File: src/design/lcd_pkg.sv
`timescale 1ns / 1ps

package lcd_pkg;

	// Line capacity is LINE_DEPTH-1 characters.
	localparam int LINE_DEPTH = 32;
	localparam int LEN_W      = $clog2(LINE_DEPTH);

	// Only the first seven characters of a line take part in decoding
	// ("GAIN" plus three argument characters, or "STATUS").
	localparam int PREFIX_N = 7;
	localparam int PIDX_W   = $clog2(PREFIX_N);

	typedef logic [7:0]       char_t;
	typedef logic [LEN_W-1:0] len_t;

	localparam char_t CHAR_BS    = 8'h08;
	localparam char_t CHAR_LF    = 8'h0A;
	localparam char_t CHAR_CR    = 8'h0D;
	localparam char_t CHAR_SPACE = 8'h20;
	localparam char_t CHAR_DEL   = 8'h7F;
	localparam char_t CHAR_COMMA = 8'h2C;
	localparam char_t CHAR_ZERO  = 8'h30;
	localparam char_t CHAR_ONE   = 8'h31;
	localparam char_t CHAR_FOUR  = 8'h34;
	localparam char_t CHAR_SEVEN = 8'h37;
	localparam char_t CHAR_QMARK = 8'h3F;

	localparam logic KIND_ECHO = 1'b0;
	localparam logic KIND_CMD  = 1'b1;

	localparam logic [2:0] CMD_ROUTE  = 3'd0;
	localparam logic [2:0] CMD_GAIN   = 3'd1;
	localparam logic [2:0] CMD_STATUS = 3'd2;
	localparam logic [2:0] CMD_RESET  = 3'd3;
	localparam logic [2:0] CMD_HELP   = 3'd4;
	localparam logic [2:0] CMD_REJECT = 3'd5;

	localparam logic [3:0] ERR_NONE        = 4'd0;
	localparam logic [3:0] ERR_SHORT_ROUTE = 4'd1;
	localparam logic [3:0] ERR_BAD_OUTPUT  = 4'd2;
	localparam logic [3:0] ERR_NO_COMMA    = 4'd3;
	localparam logic [3:0] ERR_BAD_INPUT   = 4'd4;
	localparam logic [3:0] ERR_SHORT_GAIN  = 4'd5;
	localparam logic [3:0] ERR_BAD_CHANNEL = 4'd6;
	localparam logic [3:0] ERR_BAD_GAIN    = 4'd7;
	localparam logic [3:0] ERR_UNKNOWN     = 4'd8;

	localparam logic [2:0] IN_DISCONNECT = 3'd4;

	// Kinds of pending request held between the line logic and the output.
	localparam logic [1:0] REQ_ECHO  = 2'd0;
	localparam logic [1:0] REQ_ERASE = 2'd1;
	localparam logic [1:0] REQ_CMD   = 2'd2;

	typedef struct packed {
		logic [2:0] command;
		logic [1:0] first_arg;
		logic [2:0] second_arg;
		logic [3:0] error_code;
	} cmd_fields_t;

	typedef struct packed {
		logic [1:0]  kind;
		char_t       echo_char;
		cmd_fields_t cmd;
	} req_t;

	typedef struct packed {
		logic        result_kind;
		char_t       echo_char;
		cmd_fields_t cmd;
		logic        last_of_run;
	} result_t;

endpackage

File: src/design/lcd_decode.sv
`timescale 1ns / 1ps

module lcd_decode import lcd_pkg::*; (
	input  char_t       prefix [PREFIX_N],
	input  len_t        len,
	output cmd_fields_t fields
);

	function automatic char_t upcase(input char_t c);
		if (c >= 8'h61 && c <= 8'h7A) begin
			return c - 8'd32;
		end
		return c;
	endfunction

	logic  is_mux;
	logic  is_gain;
	logic  is_status;
	logic  is_reset;
	logic  is_help;
	char_t a0;
	char_t a1;
	char_t a2;
	char_t a2_up;
	logic  too_short;

	// Length checks come first so unused prefix entries never matter.
	assign is_mux = len >= LEN_W'(3) && upcase(prefix[0]) == "M" &&
		upcase(prefix[1]) == "U" && upcase(prefix[2]) == "X";
	assign is_gain = len >= LEN_W'(4) && upcase(prefix[0]) == "G" &&
		upcase(prefix[1]) == "A" && upcase(prefix[2]) == "I" &&
		upcase(prefix[3]) == "N";
	assign is_status = len == LEN_W'(6) && upcase(prefix[0]) == "S" &&
		upcase(prefix[1]) == "T" && upcase(prefix[2]) == "A" &&
		upcase(prefix[3]) == "T" && upcase(prefix[4]) == "U" &&
		upcase(prefix[5]) == "S";
	assign is_reset = len == LEN_W'(5) && upcase(prefix[0]) == "R" &&
		upcase(prefix[1]) == "E" && upcase(prefix[2]) == "S" &&
		upcase(prefix[3]) == "E" && upcase(prefix[4]) == "T";
	assign is_help = (len == LEN_W'(4) && upcase(prefix[0]) == "H" &&
		upcase(prefix[1]) == "E" && upcase(prefix[2]) == "L" &&
		upcase(prefix[3]) == "P") ||
		(len == LEN_W'(1) && prefix[0] == CHAR_QMARK);

	// Arguments start right after MUX or GAIN.
	assign a0        = is_mux ? prefix[3] : prefix[4];
	assign a1        = is_mux ? prefix[4] : prefix[5];
	assign a2        = is_mux ? prefix[5] : prefix[6];
	assign a2_up     = upcase(a2);
	assign too_short = is_mux ? (len < LEN_W'(6)) : (len < LEN_W'(7));

	always_comb begin
		fields = '0;
		priority if (is_mux || is_gain) begin
			priority if (too_short) begin
				fields.command    = CMD_REJECT;
				fields.error_code = is_mux ? ERR_SHORT_ROUTE : ERR_SHORT_GAIN;
			end else if (a0 < CHAR_ONE || a0 > CHAR_FOUR) begin
				fields.command    = CMD_REJECT;
				fields.error_code = is_mux ? ERR_BAD_OUTPUT : ERR_BAD_CHANNEL;
			end else if (a1 != CHAR_COMMA) begin
				fields.command    = CMD_REJECT;
				fields.error_code = ERR_NO_COMMA;
			end else if (is_mux) begin
				priority if (a2_up == "X") begin
					fields.command    = CMD_ROUTE;
					fields.first_arg  = 2'(a0 - CHAR_ONE);
					fields.second_arg = IN_DISCONNECT;
				end else if (a2_up >= CHAR_ONE && a2_up <= CHAR_FOUR) begin
					fields.command    = CMD_ROUTE;
					fields.first_arg  = 2'(a0 - CHAR_ONE);
					fields.second_arg = 3'(a2_up - CHAR_ONE);
				end else begin
					fields.command    = CMD_REJECT;
					fields.error_code = ERR_BAD_INPUT;
				end
			end else begin
				priority if (a2 >= CHAR_ZERO && a2 <= CHAR_SEVEN) begin
					fields.command    = CMD_GAIN;
					fields.first_arg  = 2'(a0 - CHAR_ONE);
					fields.second_arg = 3'(a2 - CHAR_ZERO);
				end else begin
					fields.command    = CMD_REJECT;
					fields.error_code = ERR_BAD_GAIN;
				end
			end
		end else if (is_status) begin
			fields.command = CMD_STATUS;
		end else if (is_reset) begin
			fields.command = CMD_RESET;
		end else if (is_help) begin
			fields.command = CMD_HELP;
		end else begin
			fields.command    = CMD_REJECT;
			fields.error_code = ERR_UNKNOWN;
		end
	end

endmodule

File: src/design/lcd_line.sv
`timescale 1ns / 1ps

module lcd_line import lcd_pkg::*; (
	input  logic  clk,
	input  logic  arst_n,
	input  char_t rx_char,
	input  logic  in_valid,
	output logic  in_ready,
	output logic  req_valid,
	output req_t  req,
	input  logic  req_done
);

	len_t        len_q;
	char_t       prefix_q [PREFIX_N];
	logic        req_valid_s1;
	req_t        req_s1;
	cmd_fields_t dec_fields;
	logic        accept;
	logic        is_end;
	logic        is_erase;
	logic        has_room;
	logic        new_req;
	req_t        new_req_data;

	lcd_decode u_decode (
		.prefix (prefix_q),
		.len    (len_q),
		.fields (dec_fields)
	);

	assign in_ready = !req_valid_s1 || req_done;
	assign accept   = in_valid && in_ready;
	assign is_end   = rx_char == CHAR_CR || rx_char == CHAR_LF;
	assign is_erase = rx_char == CHAR_BS || rx_char == CHAR_DEL;
	assign has_room = len_q < LEN_W'(LINE_DEPTH - 1);

	always_comb begin
		new_req_data = '0;
		priority if (is_end) begin
			new_req           = len_q != '0;
			new_req_data.kind = REQ_CMD;
			new_req_data.cmd  = dec_fields;
		end else if (is_erase) begin
			new_req           = len_q != '0;
			new_req_data.kind = REQ_ERASE;
		end else begin
			new_req                = has_room;
			new_req_data.kind      = REQ_ECHO;
			new_req_data.echo_char = rx_char;
		end
	end

	// Characters beyond the decoded prefix are never looked at again, so
	// only the count is kept for them.
	always_ff @(posedge clk or negedge arst_n) begin
		if (!arst_n) begin
			len_q <= '0;
			for (int i = 0; i < PREFIX_N; i++) begin
				prefix_q[i] <= '0;
			end
		end else if (accept) begin
			priority if (is_end) begin
				len_q <= '0;
			end else if (is_erase) begin
				if (len_q != '0) begin
					len_q <= len_q - LEN_W'(1);
				end
			end else if (has_room) begin
				if (len_q < LEN_W'(PREFIX_N)) begin
					prefix_q[len_q[PIDX_W-1:0]] <= rx_char;
				end
				len_q <= len_q + LEN_W'(1);
			end
		end
	end

	always_ff @(posedge clk or negedge arst_n) begin
		if (!arst_n) begin
			req_valid_s1 <= 1'b0;
		end else if (accept && new_req) begin
			req_valid_s1 <= 1'b1;
		end else if (req_done) begin
			req_valid_s1 <= 1'b0;
		end
	end

	always_ff @(posedge clk) begin
		if (accept && new_req) begin
			req_s1 <= new_req_data;
		end
	end

	assign req_valid = req_valid_s1;
	assign req       = req_s1;

endmodule

File: src/design/lcd_emit.sv
`timescale 1ns / 1ps

module lcd_emit import lcd_pkg::*; (
	input  logic    clk,
	input  logic    arst_n,
	input  logic    req_valid,
	input  req_t    req,
	output logic    req_done,
	output logic    out_valid,
	input  logic    out_ready,
	output result_t result
);

	logic    out_valid_q;
	result_t out_q;
	logic    [1:0] beat_q;
	logic    load;
	logic    erase;
	result_t next_out;

	assign load     = req_valid && (!out_valid_q || out_ready);
	assign erase    = req.kind == REQ_ERASE;
	assign req_done = load && (!erase || beat_q == 2'd2);

	always_comb begin
		next_out = '0;
		unique case (req.kind)
			REQ_ECHO: begin
				next_out.result_kind = KIND_ECHO;
				next_out.echo_char   = req.echo_char;
				next_out.last_of_run = 1'b1;
			end
			REQ_ERASE: begin
				// An erase shows as backspace, space, backspace.
				next_out.result_kind = KIND_ECHO;
				next_out.echo_char   = (beat_q == 2'd1) ? CHAR_SPACE : CHAR_BS;
				next_out.last_of_run = beat_q == 2'd2;
			end
			REQ_CMD: begin
				next_out.result_kind = KIND_CMD;
				next_out.cmd         = req.cmd;
				next_out.last_of_run = 1'b1;
			end
			default: begin
				next_out.result_kind = KIND_ECHO;
			end
		endcase
	end

	always_ff @(posedge clk or negedge arst_n) begin
		if (!arst_n) begin
			out_valid_q <= 1'b0;
			beat_q      <= '0;
		end else begin
			if (load) begin
				out_valid_q <= 1'b1;
			end else if (out_ready) begin
				out_valid_q <= 1'b0;
			end
			if (req_done) begin
				beat_q <= '0;
			end else if (load && erase) begin
				beat_q <= beat_q + 2'd1;
			end
		end
	end

	always_ff @(posedge clk) begin
		if (load) begin
			out_q <= next_out;
		end
	end

	assign out_valid = out_valid_q;
	assign result    = out_q;

`ifndef SYNTHESIS
	a_beat_mid_erase: assert property (@(posedge clk) disable iff (!arst_n)
		beat_q != 2'd0 |-> req_valid && req.kind == REQ_ERASE)
		else $error("erase sequence lost its request");

	a_beat_not_last: assert property (@(posedge clk) disable iff (!arst_n)
		beat_q != 2'd0 |-> out_valid_q && !out_q.last_of_run)
		else $error("erase sequence ended early");

	a_cmd_last: assert property (@(posedge clk) disable iff (!arst_n)
		out_valid_q && out_q.result_kind == KIND_CMD |-> out_q.last_of_run)
		else $error("command result not marked last");

	a_reject_err: assert property (@(posedge clk) disable iff (!arst_n)
		out_valid_q && out_q.result_kind == KIND_CMD |->
		((out_q.cmd.command == CMD_REJECT) == (out_q.cmd.error_code != ERR_NONE)))
		else $error("error code does not match command");
`endif

endmodule

File: src/design/line_command_decoder_core.sv
`timescale 1ns / 1ps

// Channel   Handshake             Payload
// input     in_valid / in_ready   rx_char
// output    out_valid / out_ready result_kind, echo_char, command, first_arg,
//                                 second_arg, error_code, last_of_run
//
// A character is decoded in the cycle it is accepted; its result is held in
// the request register and then loaded into the output register. An erase
// gives three results (one per echoed character), any other request one.
// A new character is taken each cycle while the output drains, limited by the
// single request register between the line logic and the output register.
// Reset clears the line length and all valid state; no clearing pass.

module line_command_decoder_core import lcd_pkg::*; (
	input  logic       clk,
	input  logic       arst_n,
	input  logic       in_valid,
	output logic       in_ready,
	input  logic [7:0] rx_char,
	output logic       out_valid,
	input  logic       out_ready,
	output logic       result_kind,
	output logic [7:0] echo_char,
	output logic [2:0] command,
	output logic [1:0] first_arg,
	output logic [2:0] second_arg,
	output logic [3:0] error_code,
	output logic       last_of_run
);

	logic    req_valid;
	req_t    req;
	logic    req_done;
	result_t result;

	lcd_line u_line (
		.clk       (clk),
		.arst_n    (arst_n),
		.rx_char   (rx_char),
		.in_valid  (in_valid),
		.in_ready  (in_ready),
		.req_valid (req_valid),
		.req       (req),
		.req_done  (req_done)
	);

	lcd_emit u_emit (
		.clk       (clk),
		.arst_n    (arst_n),
		.req_valid (req_valid),
		.req       (req),
		.req_done  (req_done),
		.out_valid (out_valid),
		.out_ready (out_ready),
		.result    (result)
	);

	assign result_kind = result.result_kind;
	assign echo_char   = result.echo_char;
	assign command     = result.cmd.command;
	assign first_arg   = result.cmd.first_arg;
	assign second_arg  = result.cmd.second_arg;
	assign error_code  = result.cmd.error_code;
	assign last_of_run = result.last_of_run;

endmodule

File: config.mk
export PLATFORM = sky130hd
export DESIGN_NAME = line_command_decoder_core
export DESIGN_NICKNAME = d
export VERILOG_FILES = /design/src/design/lcd_pkg.sv /design/src/design/lcd_decode.sv /design/src/design/lcd_line.sv /design/src/design/lcd_emit.sv /design/src/design/line_command_decoder_core.sv
export SDC_FILE = /design/constraint.sdc
export NUM_CORES = 1
export LEC_CHECK = 0
export ABC_AREA = 1
export BUFFER_PORTS_ARGS = -buffer_cell sky130_fd_sc_hd__clkbuf_2
export CAP_MARGIN = 20
export CORE_UTILIZATION = 66
export DETAILED_ROUTE_END_ITERATION = 8
export PLACE_DENSITY = 0.86
export SYNTH_ARGS = -nofsm -noshare
export SYNTH_HDL_FRONTEND = slang
export SYNTH_SLANG_ARGS = --single-unit
File: constraint.sdc
create_clock -name clk -period 4.67 [get_ports clk]
set_input_delay 0.934 -clock clk [delete_from_list [all_inputs] [get_ports clk]]
set_output_delay 0.934 -clock clk [all_outputs]
set_load 0.02 [all_outputs]
==> results of run 1 <==
==> flip-flops by register name, summed over array words and instances, names as in the netlist <==
signal	cells
u_emit.beat_q	2
u_emit.out_valid	1
u_emit.result	22
u_line.len_q	5
u_line.prefix_q	56
u_line.req	22
u_line.req_valid	1
==> report_power, final <==
part | internal [uW] | leakage [uW] | total, uW | switching (uW)
Clock | 262 | 0.000105 | 618 | 356
Combinational | 452 | 0.00144 | 1420 | 964
Sequential | 1400 | 0.00127 | 1730 | 327
==> worst max-delay path, cell delays in order, from the launching register on <==
cell,delay (ns)
dfrtp_1,0.56
inv_2,0.12
nand2_1,0.18
nor2_1,0.08
nor2_1,0.14
nand4_1,0.12
nor2_2,0.26
nand3_2,0.43
o21ai_0,0.42
inv_1,0.13
ha_1,0.21
nand2_1,0.07
o211ai_1,0.07
o41ai_1,0.46
nand2_1,0.14
nor2_1,0.18
nand2_1,0.14
nor2_1,0.21
inv_1,0.11
a21oi_1,0.12
==> per-layer routing <==
metal	wire length, microns	up-vias	track usage (%)
met4	501	0	17.42
met5	0	-	0
met1	5637	2239	43.88
met3	1044	51	6.459
li1	-	2352	-
met2	6565	247	53.93
==> path summary, 6_finish.rpt <==
kind / end
worst max-delay path: u_line.req[4]
worst min-delay path: u_line.prefix_q[46]
worst max register to register: u_line.req[4]
worst min register to register: u_line.prefix_q[46]
max in group asynchronous: u_line.prefix_q[8]
min in group asynchronous: u_line.prefix_q[44]
==> stage by stage <==
step | hold slack (ns) | worst slack, ns | std cells | power (uW) | cell area (sq um)
2_1_floorplan | 0.4530 | 1.375 | 693 | 2693 | 5720
3_3_place_gp | 0.4678 | 0.6272 | 821 | 3045 | 5979
3_5_place_dp | 0.4731 | 0.6259 | 821 | 3130 | 5979
4_1_cts | 0.4998 | 0.5168 | 837 | 3740 | 6190
5_1_grt | 0.5174 | 0.01080 | 837 | 4064 | 6190
6_report | 0.4996 | 0.3752 | 837 | 3766 | 6190
==> cells by family after synthesis <==
logic type | count (synthesis)
compound gates | 104
xor+xnor | 3
fa+ha+maj | 15
buf+inv | 124
flops | 109
simple gates | 338
==> final cells by class <==
| class | instances | area [sq um] |
|---|---|---|
| fillers | 576 | 2110 |
| well taps | 105 | 131.4 |
| inverters | 110 | 412.9 |
| multi-input cells | 460 | 2297 |
| clock inverters | 7 | 86.33 |
| repair buffers | 37 | 190.2 |
| clock buffers | 9 | 123.9 |
| flip-flops and latches | 109 | 2948 |
==> cell usage in the layout (no fill, tap or decap), types with 11 or more instances in the layout <==
cell and instances:
nand3_1 35, ha_1 15, dfrtp_1 65, nor4_1 11
nor2_1 96, edfxtp_1 44, o21ai_0 70, clkbuf_2 35
nand2_1 146, inv_1 105, nand4_1 21
==> flow_summary.toml, run 1 <==
[die]
fp-row-count = 33
die-area_sq_um = 9044
io_pins = 36
dieWidth_microns = 95.10
start_util_pct = 68.93
fp.coreArea_sq_um = 8299
die_h_microns = 95.10

[route]
drt_first_pass_iters = 5
vias = 4889
ant_nets = 0
drt-total-wl_microns = 13750
drt-initial-drc-count = 553
drc = 0
wl_per_cell_microns = 16.43
routed_via_density = 5.841

[worst_hold_path]
hold_depth = 2
worstHoldStart = "u_line.prefix_q[46]"
hold_path_class = "reg2reg"

[clocking]
clock_path_buffers = 2
cts-hold-fix-buffers = 0
cts-root-buf = "clkbuf_8"
cts_max_level = 3
post-cts-setup-buffers = 0
cts_tree = "done"
cts_sinks = 109
cts.repair.resized = 0
clk_latency_ns = 0.39
clk_pin_slew_ns = 0.12
cts-buffers-inserted = 9

[timing]
slew_headroom_pct = 40.76
rsz0062_at_grt = "no"
fin_crit_sh_pct = 91.97
fmax_ghz = 0.2328
tightestPinTransition_ns = 0.8876
final-setup-viol-count = 0
setup-tns-final_ns = 0
finalHoldViolCount = 0
period_needed_ns = 4.295
slew_viol_final = 0
fin_worst_skew_ns = 0.01530

[global_routing]
grt_max_degree = 35
grt_overflow = 0
grt_pass1_vias = 4664
antenna_found_initial = 0
grt_pass1_wl_microns = 22780
grtUsageTotal_pct = 33.77

[critical_path]
startpoint = "u_line.len_q[2]"
worstRegToRegCells = 19
crit_path_max_fanout = 21
r2r_slack_ns = 0.38
cp-start-kind = "register"
endpoint_kind = "register"
path_class = "reg2reg"
cp.required_ns = 4.92
critical_path_arrival_ns = 4.55
regToRegStartpoint = "u_line.len_q[2]"

[layout]
fin_util_pct = 74.58
insertedDiodeCount = 0
drive_gt1_share_pct = 10.52
syn2layout_area_growth_pct = 8.202
nNetsFinal = 754

[logic_synthesis]
netlist_top_cells_count = "nand2_1 (146), inv_1 (105), nor2_1 (96)"
yosys_warnings = 0
ys_top_cells_by_area = "dfrtp_1 (28%), edfxtp_1 (23%), nand2_1 (9.6%)"
syn-mean-instance-area_sq_um = 8.255
async_flop_share_pct = 59.63
yosys.area.top_type = "dfrtp_1"
synth_cell_types = 40
synth_compound_area_share_pct = 10.32
yosys.area_share.simple_pct = 26.09
synthMuxAreaShare_pct = 0
yosysTopAreaCellShare_pct = 28.43
syn_area_sq_um = 5720
synthFlopType = "dfrtp_1"
synthCells = 693
synth_xor_area_share_pct = 0.4593
postSynthRegisterBits = 109
synth_adder_area_share_pct = 3.281
syn_nets = 720
synth_seq_area_share_pct = 51.53
synth_top_family_by_area = "simple AND/OR/NAND/NOR gates"
synth_edf_count = 44
synth.most_common_cell = "nand2_1"

[placed_design]
port_buffers = 35
gp_congestion = 1.079
dp_hpwl_microns = 10070

[outcome]
status = "complete, no violations"

[power_and_ir_drop]
p_leak_uw = 0.002820
pwr_density_cell_nw_per_um2 = 608.4
vdd_drop_max_v = 0.0003454

[job]
maxCapViolCount = 0
Power figures use the tool's default switching activity.
==> inputs of run 2 (changes only) <==
--- a/config.mk
+++ b/config.mk
@@ -5,12 +5,12 @@
 export SDC_FILE = /design/constraint.sdc
 export NUM_CORES = 1
 export LEC_CHECK = 0
-export ABC_AREA = 1
+export ABC_AREA = 0
 export BUFFER_PORTS_ARGS = -buffer_cell sky130_fd_sc_hd__clkbuf_2
 export CAP_MARGIN = 20
-export CORE_UTILIZATION = 66
+export CORE_UTILIZATION = 65
 export DETAILED_ROUTE_END_ITERATION = 8
-export PLACE_DENSITY = 0.86
+export PLACE_DENSITY = 0.85
 export SYNTH_ARGS = -nofsm -noshare
 export SYNTH_HDL_FRONTEND = slang
 export SYNTH_SLANG_ARGS = --single-unit
==> flow_summary.toml, run 2 <==
[layout]
drive_gt1_share_pct = 22.14
insertedDiodeCount = 0
largest_reg_flops = 56
fin_util_pct = 73.27
final_common_cell = "dfrtp_1"
final_cells = 638
nNetsFinal = 555
layout_common_cells = "dfrtp_1 (65), mux2_2 (47), edfxtp_1 (44)"
syn2layout_area_growth_pct = 8.019
fillers = 565
top_register = "u_line.prefix_q"

[clocking]
clk_latency_ns = 0.37
clk_pin_slew_ns = 0.10
cts-hold-fix-buffers = 0
cts-buffers-inserted = 9
cts-root-buf = "clkbuf_8"
clock_path_buffers = 2
cts_sinks = 109
cts_tree = "done"
post-cts-setup-buffers = 0
cts.repair.resized = 0
cts_max_level = 3

[critical_path]
slowest_stage = "nor4_1"
path_class = "reg2reg"
startpoint = "u_line.prefix_q[37]"
crit_path_max_fanout = 7
cp.required_ns = 4.77
regToRegStartpoint = "u_line.prefix_q[37]"
cp_top_family = "simple AND/OR/NAND/NOR gates"
critPathMaxStageDelay_ns = 0.42
path_cells = "inv_1 > ha_1 > o21ai_0 > nand4_1 > a211o_2 > nor4_4 > buf_4 > mux2i_1 > ha_1 > a21oi_1 > or3_1 > nor4_1 > mux2i_4 > nor2_2 > o22ai_1"
path_buf_inv = 2
critical_path_arrival_ns = 4.19
r2r_slack_ns = 0.58
critPathMostFrequentCell = "ha_1"
endpoint_kind = "register"
cp-start-kind = "register"

[timing]
fin_crit_sh_pct = 87.64
setup_ws_ns = 0.5774
setup-tns-final_ns = 0
rsz0062_at_grt = "no"
fin_worst_skew_ns = 0.01162
tightestPinTransition_ns = 0.8711
slew_headroom_pct = 41.39
finalHoldViolCount = 0
period_needed_ns = 4.093
fmax_ghz = 0.2443
final-setup-viol-count = 0
slew_viol_final = 0

[logic_synthesis]
syn_area_sq_um = 5602
syn-mean-instance-area_sq_um = 11.34
synthCells = 494
synth_cell_types = 61
synth.most_common_cell = "dfrtp_1"
async_flop_share_pct = 59.63
synthFlopType = "dfrtp_1"
synth_seq_area_share_pct = 52.62
syn_nets = 521
yosys.area.top_type = "dfrtp_1"
yosys_warnings = 0
netlist_top_cells_count = "dfrtp_1 (65), mux2_2 (47), edfxtp_1 (44)"
synth_edf_count = 44
postSynthRegisterBits = 109
yosysTopAreaCellShare_pct = 29.04
ys_top_cells_by_area = "dfrtp_1 (29%), edfxtp_1 (24%), mux2_2 (9.4%)"

[die]
io_pins = 36
dieWidth_microns = 94.83
die_h_microns = 94.83
fp-row-count = 33
start_util_pct = 67.83
die-area_sq_um = 8993
fp.coreArea_sq_um = 8258

[route]
vias = 3978
drt-initial-drc-count = 263
drt-total-wl_microns = 11980
drt_first_pass_iters = 5
ant_nets = 0
wl_per_cell_microns = 18.78
routed_via_density = 6.235
drc = 0

[global_routing]
grt_pass1_vias = 3779
antenna_found_initial = 0
grtUsageTotal_pct = 28.57
grt_max_degree = 34
grt_pass1_wl_microns = 19040
grt_overflow = 0

[worst_hold_path]
hold_path_class = "reg2reg"
worstHoldStart = "u_line.prefix_q[4]"

[power_and_ir_drop]
fin_total_pwr_uw = 3403
pwr_density_cell_nw_per_um2 = 562.4
p_leak_uw = 0.002402
vdd_drop_max_v = 0.0003464

[outcome]
status = "complete, no violations"

[placed_design]
dpl_worst_slack_ns = 0.6377
port_buffers = 35
numPlacedInstances = 622
gp_congestion = 0.9519
dp_hpwl_microns = 8553

[job]
maxCapViolCount = 0
==> run 2: path summary, 6_finish.rpt <==
check | end | depth (start not counted)
setup / recovery | u_line.req[11] | 15
hold / removal | u_line.prefix_q[4] | 1
setup reg to reg | u_line.req[11] | 15
hold reg to reg | u_line.prefix_q[4] | 1
max in group asynchronous | u_line.prefix_q[18] | 2
min in group asynchronous | u_line.prefix_q[33] | 1
==> run 2: layout make-up <==
| type | count | area (sq um) | share of cell area (%) |
|---|---|---|---|
| sequential | 109 | 2948 | 48.72 |
| clock inverter | 6 | 45.04 | 0.7444 |
| timing repair buffer | 39 | 205.2 | 3.391 |
| inverter | 22 | 82.58 | 1.365 |
| clock buffer | 10 | 137.6 | 2.275 |
| tap | 105 | 131.4 | 2.171 |
| multi-input combinational | 347 | 2501 | 41.34 |
==> run 2: power breakdown <==
group / total, uW / internal, uW / switching [uW]
clock network: 533 / 213 / 320
logic: 1140 / 513 / 631
registers: 1730 / 1360 / 371
total: 3400 / 2080 / 1320
==> run 2: cell families after synthesis <==
family                     count (synthesis)  share of synthesized area (%)
DFF                                      109                          52.62
xor gates and xnor gates                   2                         0.3128
and+or+nand+nor                          203                          21.69
adders and majority gates                 15                          3.350
buffers and inverters                     38                          2.815
AOI/OAI and AO/OA                         70                          7.751
muxes                                     57                          11.46
==> run 2: routing by layer <==
layer	track usage [%]	vias up	routed length, microns
li1	-	1886	-
met2	47.66	159	5925
met1	36.82	1908	5112
met5	0	-	0
met4	10.73	0	233
met3	5.717	25	707
==> run 2: through the flow <==
step                      instance area [sq um]  hold slack (ns)
after global routing                       6051           0.5400
after floorplan                            5602           0.4503
after CTS                                  6051           0.5159
after global placement                     5868           0.4695
after detailed placement                   5868           0.4895
final                                      6051           0.5207
==> inputs of run 3 (changes only) <==
--- a/config.mk
+++ b/config.mk
@@ -6,11 +6,12 @@
 export NUM_CORES = 1
 export LEC_CHECK = 0
 export ABC_AREA = 0
-export BUFFER_PORTS_ARGS = -buffer_cell sky130_fd_sc_hd__clkbuf_2
+export BUFFER_PORTS_ARGS = -buffer_cell sky130_fd_sc_hd__buf_4
 export CAP_MARGIN = 20
-export CORE_UTILIZATION = 65
+export CORE_UTILIZATION = 55
 export DETAILED_ROUTE_END_ITERATION = 8
-export PLACE_DENSITY = 0.85
+export PLACE_DENSITY = 0.76
+export SKIP_LAST_GASP = 1
 export SYNTH_ARGS = -nofsm -noshare
 export SYNTH_HDL_FRONTEND = slang
 export SYNTH_SLANG_ARGS = --single-unit
==> constraint.sdc (replaced) <==
create_clock -name clk -period 3.7 [get_ports clk]
set_input_delay 0.74 -clock clk [delete_from_list [all_inputs] [get_ports clk]]
set_output_delay 0.74 -clock clk [all_outputs]
set_load 0.02 [all_outputs]
==> flow_summary.toml, run 3 (synthesized netlist as in run 2, its figures left out) <==
[outcome]
status = "complete, no violations"

[layout]
layout_common_cells = "dfrtp_1 (65), buf_4 (50), mux2_2 (47)"
insertedDiodeCount = 0
final_cells = 679
nNetsFinal = 568
syn2layout_area_growth_pct = 12.96
top_register = "u_line.prefix_q"
drive_gt1_share_pct = 25.64
final_common_cell = "dfrtp_1"
largest_reg_flops = 56

[timing]
fmax_ghz = 0.2775
setup-tns-final_ns = 0
slew_viol_final = 0
fin_worst_skew_ns = 0.01430
finalHoldViolCount = 0
slew_headroom_pct = 40.07
final-setup-viol-count = 0
fin_crit_sh_pct = 97.38
tightestPinTransition_ns = 0.8907
period_needed_ns = 3.603

[clocking]
clk_latency_ns = 0.39
cts-root-buf = "clkbuf_8"
cts_tree = "done"
cts-buffers-inserted = 9
cts_sinks = 109
clk_pin_slew_ns = 0.10
clock_path_buffers = 2
cts-hold-fix-buffers = 0
cts_max_level = 3

[power_and_ir_drop]
p_sw_uw = 1725
pwr_density_cell_nw_per_um2 = 704.3
power_frac_seq_pct = 48.3
sw_frac_of_total_pct = 38.72
p_leak_uw = 0.002499
p_comb_share_pct = 36.9
fin_total_pwr_uw = 4456
intPower_uw = 2731
p_clk_share_pct = 14.8
vdd_drop_max_v = 0.0003740

[die]
die-area_sq_um = 10590
start_util_pct = 57.05
die_h_microns = 102.9
io_pins = 36
dieWidth_microns = 102.9
fp.coreArea_sq_um = 9819
fp-row-count = 36

[global_routing]
grt_overflow = 0
grt_max_degree = 66
grt_pass1_vias = 3786
grtUsageTotal_pct = 24.47
antenna_found_initial = 0
grt_pass1_wl_microns = 19040

[critical_path]
rr_endpoint = "u_line.req[11]"
cp-start-kind = "register"
cp.required_ns = 3.82
crit_path_max_fanout = 6
path_class = "reg2reg"
regToRegStartpoint = "u_line.prefix_q[53]"
worstRegToRegCells = 16
endpoint_kind = "register"
critical_path_arrival_ns = 3.72
r2r_slack_ns = 0.1

[worst_hold_path]
hold_path_class = "in2async"

[route]
drt_first_pass_iters = 5
wl_per_cell_microns = 18.09
drc = 0
drt-total-wl_microns = 12280
drt-initial-drc-count = 257
vias = 4073
routed_via_density = 5.999
ant_nets = 0

[job]
maxCapViolCount = 0

[placed_design]
numPlacedInstances = 657
port_buffers = 35
dp_hpwl_microns = 8482
gp_congestion = 0.9371
==> run 3: what timing repair did <==
item	in CTS	in global routing
endpoints found under the setup margin	4	8
gates resized for setup	7	8
buffers inserted	2	4
hold endpoints to repair	0	0
pin swaps	5	10
==> run 3: layout make-up <==
| class | count | area [sq um] |
|---|---|---|
| clock inverters | 6 | 48.80 |
| flip-flops and latches | 109 | 2948 |
| fillers | 778 | 3492 |
| well taps | 133 | 166.4 |
| inverters | 22 | 82.58 |
| multi-input cells | 347 | 2556 |
| repair buffers | 52 | 397.9 |
| clock buffers | 10 | 127.6 |
==> run 3: layer usage <==
metal | GRT usage [%] | wire [microns] | vias to the layer above
met5 | 0 | 0 | -
li1 | - | - | 1918
met2 | 40.05 | 5824 | 150
met3 | 3.797 | 816 | 23
met4 | 10.18 | 298 | 0
met1 | 32.65 | 5344 | 1982
==> run 3: worst max-delay path by stage <==
stage          cells past startpoint           startpoint        endpoint  slack, ns
2_1_floorplan                     14  u_line.prefix_q[37]  u_line.req[11]       0.04
3_3_place_gp                      15  u_line.prefix_q[37]  u_line.req[11]       0.13
3_5_place_dp                      15  u_line.prefix_q[53]  u_line.req[11]      -0.07
4_1_cts                           15  u_line.prefix_q[37]  u_line.req[11]      0.004
5_1_grt                           18  u_line.prefix_q[37]  u_line.req[11]      -0.03
6_report                          16  u_line.prefix_q[53]  u_line.req[11]        0.1
==> run 3: critical path, cell delays in order (launching register included) <==
cell	delay [ns]
dfrtp_1	0.41
inv_1	0.08
ha_1	0.29
o21ai_1	0.15
nand2_1	0.10
a311o_1	0.40
nor4_4	0.18
buf_6	0.17
mux2i_4	0.26
ha_2	0.23
a21oi_1	0.07
or3_4	0.35
nor4_2	0.22
buf_4	0.15
mux2i_4	0.08
nor2_2	0.12
o22ai_1	0.08
==> run 3: power groups by stage <==
stage	combinational (uW)	clock, uW	sequential, uW
global route	1810	721	2210
global placement	1500	0	2130
floorplan	1060	0	2100
finish	1650	659	2150
detailed placement	1560	0	2140
CTS	1600	674	2120
==> run 3: metrics by stage <==
stage                     instance area [sq um]  util [%]  hold WS [ns]  setup slack, ns
after floorplan                            5607         -        0.4444          0.04412
after global placement                     6043     61.54        0.4639           0.1308
after detailed placement                   6043     61.54        0.4794         -0.06716
after CTS                                  6260     63.75        0.4687         0.004302
after global routing                       6327     64.44        0.4981         -0.03200
final                                      6327     64.44        0.4343          0.09689
